[config.mk]
export PLATFORM = sky130hd
export DESIGN_NAME = srtc_core
export DESIGN_NICKNAME = d
export VERILOG_FILES = /design/src/srtc_pkg.sv /design/src/srtc_core.sv
export SDC_FILE = /design/constraint.sdc
export NUM_CORES = 1
export LEC_CHECK = 0
export BUFFER_PORTS_ARGS = -buffer_cell sky130_fd_sc_hd__buf_2
export CELL_PAD_IN_SITES_DETAIL_PLACEMENT = 1
export CELL_PAD_IN_SITES_GLOBAL_PLACEMENT = 1
export CORE_UTILIZATION = 40
export DETAILED_ROUTE_END_ITERATION = 8
export PLACE_DENSITY_LB_ADDON = 0.1
export SLEW_MARGIN = 20
export SYNTH_ARGS = -nofsm -noshare
export SYNTH_HDL_FRONTEND = slang
export SYNTH_SLANG_ARGS = --single-unit
[constraint.sdc]
create_clock -name clk -period 5.8 [get_ports clk]
set_input_delay 0.58 -clock clk [delete_from_list [all_inputs] [get_ports clk]]
set_output_delay 0.58 -clock clk [all_outputs]
set_load 0.02 [all_outputs]
[src/srtc_pkg.sv]
// Shared types, constants and helpers for the serial clock chip port.
package srtc_pkg;

    localparam logic [1:0] ACT_WRITE = 2'd0;
    localparam logic [1:0] ACT_READ  = 2'd1;
    localparam logic [1:0] ACT_TICK  = 2'd2;
    localparam logic [1:0] ACT_NONE  = 2'd3;

    localparam logic [5:0] CTL_DSTROBE = 6'h02;
    localparam logic [5:0] CTL_CMD     = 6'h1c;
    localparam logic [5:0] CTL_CSTROBE = 6'h20;
    localparam logic [5:0] CMD_ENSR    = 6'h04;
    localparam logic [5:0] CMD_GET     = 6'h0c;
    localparam logic [5:0] CMD_RATE    = 6'h10;

    localparam int IMAGE_BITS = 40;
    localparam int PTR_W      = $clog2(IMAGE_BITS);

    localparam logic [2:0] RATE_64HZ   = 3'd4;
    localparam logic [2:0] RATE_256HZ  = 3'd5;
    localparam logic [2:0] RATE_2048HZ = 3'd6;
    localparam logic [2:0] RATE_32HZ   = 3'd7;

    localparam logic [IMAGE_BITS-1:0] IMAGE_RESET =
        {8'h76, 8'h25, 8'h12, 8'h34, 8'h25};

    typedef struct packed {
        logic [1:0] action;
        logic [5:0] write_value;
        logic [5:0] seconds;
        logic [5:0] minutes;
        logic [4:0] hours;
        logic [4:0] day_of_month;
        logic [3:0] month_index;
        logic [2:0] weekday;
    } in_item_t;

    typedef struct packed {
        logic read_bit;
        logic irq;
    } out_item_t;

    // tens by reciprocal multiply, exact for six-bit values
    function automatic logic [7:0] to_bcd(input logic [5:0] v);
        logic [13:0] prod;
        logic [2:0]  tens;
        logic [5:0]  ones;
        prod = {8'd0, v} * 14'd205;
        tens = prod[13:11];
        ones = v - 6'({3'd0, tens} * 6'd10);
        return {1'b0, tens, ones[3:0]};
    endfunction

    // period length in ticks; zero when the periodic interrupt is off
    function automatic logic [6:0] period_ticks(input logic [2:0] sel);
        logic [6:0] p;
        case (sel)
            RATE_64HZ:   p = 7'd32;
            RATE_256HZ:  p = 7'd8;
            RATE_2048HZ: p = 7'd1;
            RATE_32HZ:   p = 7'd64;
            default:     p = 7'd0;
        endcase
        return p;
    endfunction

endpackage

[src/srtc_core.sv]
// Chip state registers and the per-transfer update and result logic.
module srtc_core (
    input  logic               clk,
    input  logic               rst_n,
    input  logic               fire,
    input  srtc_pkg::in_item_t item,
    output srtc_pkg::out_item_t result
);
    import srtc_pkg::*;

    logic [5:0]            last_control_reg, last_control_next;
    logic [PTR_W-1:0]      bit_pointer_reg, bit_pointer_next;
    logic [IMAGE_BITS-1:0] time_image_reg, time_image_next;
    logic [2:0]            rate_select_reg, rate_select_next;
    logic [5:0]            rate_divider_reg, rate_divider_next;
    logic                  irq_pending_reg, irq_pending_next;

    logic [5:0]       v;
    logic [5:0]       cmd;
    logic             same;
    logic [PTR_W-1:0] ptr_mid;
    logic [6:0]       period;
    logic [6:0]       div_inc;
    logic             bit_out;

    always_comb
    begin
        last_control_next = last_control_reg;
        bit_pointer_next  = bit_pointer_reg;
        time_image_next   = time_image_reg;
        rate_select_next  = rate_select_reg;
        rate_divider_next = rate_divider_reg;
        irq_pending_next  = irq_pending_reg;
        bit_out           = 1'b0;

        v       = item.write_value;
        cmd     = v & CTL_CMD;
        same    = cmd == (last_control_reg & CTL_CMD);
        ptr_mid = bit_pointer_reg;
        period  = period_ticks(rate_select_reg);
        div_inc = {1'b0, rate_divider_reg} + 7'd1;

        unique case (item.action)
            ACT_WRITE:
            begin
                if (same && (v & CTL_CSTROBE) == 6'd0
                         && (last_control_reg & CTL_CSTROBE) != 6'd0)
                begin
                    if (cmd == CMD_ENSR)
                    begin
                        ptr_mid = '0;
                    end
                    else if (cmd == CMD_GET)
                    begin
                        time_image_next = {
                            item.month_index, 1'b0, item.weekday,
                            to_bcd({1'b0, item.day_of_month}),
                            to_bcd({1'b0, item.hours}),
                            to_bcd(item.minutes),
                            to_bcd(item.seconds)};
                    end
                    else if (cmd >= CMD_RATE)
                    begin
                        rate_select_next  = cmd[4:2];
                        rate_divider_next = '0;
                    end
                end
                bit_pointer_next = ptr_mid;
                if (same && (v & CTL_DSTROBE) == 6'd0
                         && (last_control_reg & CTL_DSTROBE) != 6'd0)
                begin
                    if (ptr_mid == PTR_W'(IMAGE_BITS - 1))
                        bit_pointer_next = '0;
                    else
                        bit_pointer_next = ptr_mid + PTR_W'(1);
                end
                last_control_next = v;
            end
            ACT_READ:
            begin
                irq_pending_next = 1'b0;
                bit_out          = time_image_reg[bit_pointer_reg];
            end
            ACT_TICK:
            begin
                if (period != 7'd0)
                begin
                    if (div_inc >= period)
                    begin
                        rate_divider_next = '0;
                        irq_pending_next  = 1'b1;
                    end
                    else
                    begin
                        rate_divider_next = div_inc[5:0];
                    end
                end
            end
            ACT_NONE:
            begin
            end
            default:
            begin
            end
        endcase

        result.read_bit = bit_out;
        result.irq      = irq_pending_next;
    end

    always_ff @(posedge clk or negedge rst_n)
    begin
        if (!rst_n)
        begin
            last_control_reg <= '0;
            bit_pointer_reg  <= '0;
            time_image_reg   <= IMAGE_RESET;
            rate_select_reg  <= '0;
            rate_divider_reg <= '0;
            irq_pending_reg  <= 1'b0;
        end
        else if (fire)
        begin
            last_control_reg <= last_control_next;
            bit_pointer_reg  <= bit_pointer_next;
            time_image_reg   <= time_image_next;
            rate_select_reg  <= rate_select_next;
            rate_divider_reg <= rate_divider_next;
            irq_pending_reg  <= irq_pending_next;
        end
    end

endmodule

==> metrics <==
Initial DRC Count roughly 110; Hold Vio Cnt, Final 0; detailed-route via count approximately 4,000; cell-internal power roughly 0.78 mW; crit path time final 4.29 ns; largest net degree at the start of global routing 55; clk_lat worst skew 0.30 ns; post-CTS setup buffer count 0; setup ws final approximately 1.5 ns; worst hold path class input port to asynchronous set/reset pin; clock transition at the registers of the reported paths approximately 0.08 ns; number of clock sinks 54; Static Leakage just under 3 nW; antenna viol nets, final 0; Post-synth ARST share 100%; antenna violations before repair 1; CTS tree built; synthesized area between 5000 and 6000 µm²; status completed; Layout Cells excl Fill between 700 and 800; critical path arrival 4.45 ns; post-synthesis sequential area ratio between 20% and 30%; Max Cap Viol 0; first-pass GRT wire length about 20,000 µm; Final setup viols 0; pwr/cell area just over 200 nW/µm²; maximum vdd drop between 0.09 and 0.1 mV; drt total wl between 10,000 and 15,000 µm; drt wl/cell 15.2 µm; sw frac approximately a third; Tot Pwr roughly 1.2 mW; post-synthesis mux area share 4.91%; skew final 0.0102 ns; post-synth cell types 63; CP cell instances buf_2 -> inv_1 -> ha_1 -> inv_1 -> fa_1 -> fa_1 -> ha_1 -> a21oi_2 -> o221ai_2 -> a31oi_1 -> xnor2_1 -> ha_1 -> fa_1 -> xnor2_1 -> xnor3_1 -> xnor2_1 -> o21ai_1; Slew @ Worst Pin about 0.8 ns; Primary FF master, synth dfrtp_1; I/O Buffers 40; Clock power frac between 20 and 30%; dpl hpwl between 9000 and 10,000 µm; CTS resizes 0; Mapped Cells between 500 and 600; worst relative slew slack 46.2%; Ports between 40 and 50; Initial Utilization between 40 and 50%; vias per cell between 5 and 6; die width around 120 µm; DIE AREA 13,700 µm²; Max Freq about 230 MHz; Setup CP Type input port to flop; Die Span Y approximately 120 µm; Syn Nets 711; largest family of logic cells by synthesized area adder cells; setup slack, reg-to-reg 3.26 ns; Crit path largest cell delay ~0.48 ns; synthesized area per cell 9.65 µm²; required time worst endpoint around 6.0 ns; Congestion Overflow GR 0; gpl congestion 0.779; max reg flops 33; compound-gate portion of the synthesized area between 10% and 20%; switching pwr 0.401 mW; Diodes inserted 0; post-synthesis register bit count 54; area delta synth->final 9.71%; root buffer cell clkbuf_16; unrepaired setup endpoints after global routing no; Post-synth EDFFs 0; Cells after DPL 748; Setup TNS Final 0 ns; combinational power share about 38%; H-tree depth 2; DR pass1 iterations 4; cts hold-fix bufs 0; Seq pwr share a little over a third; Max Buffers Root-to-Sink 2; share of cells above drive strength 1 between 10% and 20%; final slew viol count 0; vias in the first global route between 4,000 and 5,000; XOR/XNOR share of the synthesized area under 10%; FP Rows 41; pre-CTS setup slack around 1.2 ns; CP Max Fanout 4; Core Area around 13,000 µm²; synth warn 0; Worst Setup End Kind flop; DRC Markers 0; Simple-Gate Fraction of Synth Area about 15%; crit path launch type input port; GR Util All Layers around a fifth; CP max stage cell fa_1; period utilization roughly 74%; total CTS buffers 5; Final nets between 700 and 800; adder-cell share of the synthesized area between 30% and 40%
power by group through the flow:
stage / sequential, mW / combinational [mW] / clock [mW]
after global routing: 0.416 / 0.523 / 0.349
after CTS: 0.414 / 0.462 / 0.331
after floorplan: 0.408 / 0.340 / 0
after global placement: 0.420 / 0.433 / 0
after detailed placement: 0.420 / 0.457 / 0
final: 0.412 / 0.449 / 0.319
final cells by class:
type,count,area [µm²]
Multi-Input combinational cell,422,3640
Timing Repair Buffer,42,215
Clock inverter,2,16.3
Inverter,58,218
Sequential cell,54,1370
Fill cell,1476,6960
Tap cell,172,215
Clock buffer,6,139
stage by stage:
stage / hold slack, ns / utilization (%) / area (µm²)
floorplan: 0.284 / - / 5300
global route: 0.442 / 45.5 / 5810
global placement: 0.447 / 44.3 / 5660
finish: 0.392 / 45.5 / 5810
CTS: 0.436 / 45.5 / 5810
detailed placement: 0.449 / 44.3 / 5660
synth_stat cells, drive strengths merged, types with 6 or more instances:
master	number	share of area (%)
buf	8	0.85
nand3	10	0.94
ha	102	24
mux4	7	3.1
xor2	11	1.8
dfstp	16	7.9
o21ai	38	3.7
nand4	7	0.83
a21oi	11	1.1
nor2b	6	0.71
xnor2	14	2.3
inv	58	4.1
clkbuf	7	0.50
fa	20	7.6
nand2	105	7.4
nor2	9	0.64
dfrtp	38	18
path summary, 6_finish.rpt:
check	end	cells past startpoint	from
min reg2reg	time_image_reg[20]	2	time_image_reg[20]
max in group asynchronous	time_image_reg[14]	2	rst_n
min in group clk	time_image_reg[36]	3	item[3]
min	rate_select_reg[2]	2	rst_n
max reg2reg	bit_pointer_reg[4]	11	last_control_reg[3]
max	time_image_reg[11]	17	item[21]
logic make-up (layout without fill, tap and decap cells):
kind of cell             after synthesis  count (layout)
AO/OA/AOI/OAI                         86              86
XOR/XNOR                              29              29
adder cells (fa/ha/maj)              122             122
buffers and inverters                 73             108
flip-flops                            54              54
multiplexers                          16              16
AND/OR/NAND/NOR                      169             169
layer usage:
layer,wire length (µm),part of all wire [%],GRT usage (%),vias to the layer above
li1,-,-,-,1970
met1,5330,46,24.2,1987
met2,5790,50,34.2,31
met3,245,2.1,2.42,7
met4,140,1.2,4.81,0
met5,0,0,0,-
critical path: cells and delay by family:
family,cells,cell delay (ns)
adder cells (fa/ha/maj),6,2.16
XOR/XNOR,4,0.73
AO/OA/AOI/OAI,4,0.74
buffers and inverters,3,0.24
cells in the final DEF (no fill, tap or decap), drive strengths merged, types with 3 or more instances in the layout:
| cell type | count |
|---|---|
| fa | 20 |
| nand3 | 10 |
| nor2b | 6 |
| and3 | 5 |
| a21o | 4 |
| ha | 102 |
| mux4 | 7 |
| clkbuf | 6 |
| xnor2 | 14 |
| dfrtp | 38 |
| a31oi | 3 |
| mux2i | 5 |
| inv | 59 |
| nand4 | 7 |
| mux2 | 4 |
| nand3b | 4 |
| dfstp | 16 |
| nand2b | 5 |
| and2 | 4 |
| or2 | 3 |
| xnor3 | 4 |
| o2111ai | 3 |
| nor2 | 9 |
| buf | 42 |
| xor2 | 11 |
| o21a | 4 |
| o41ai | 3 |
| nand2 | 105 |
| o21ai | 38 |
| a21oi | 11 |
No activity file was read; power rests on OpenSTA's default activity.
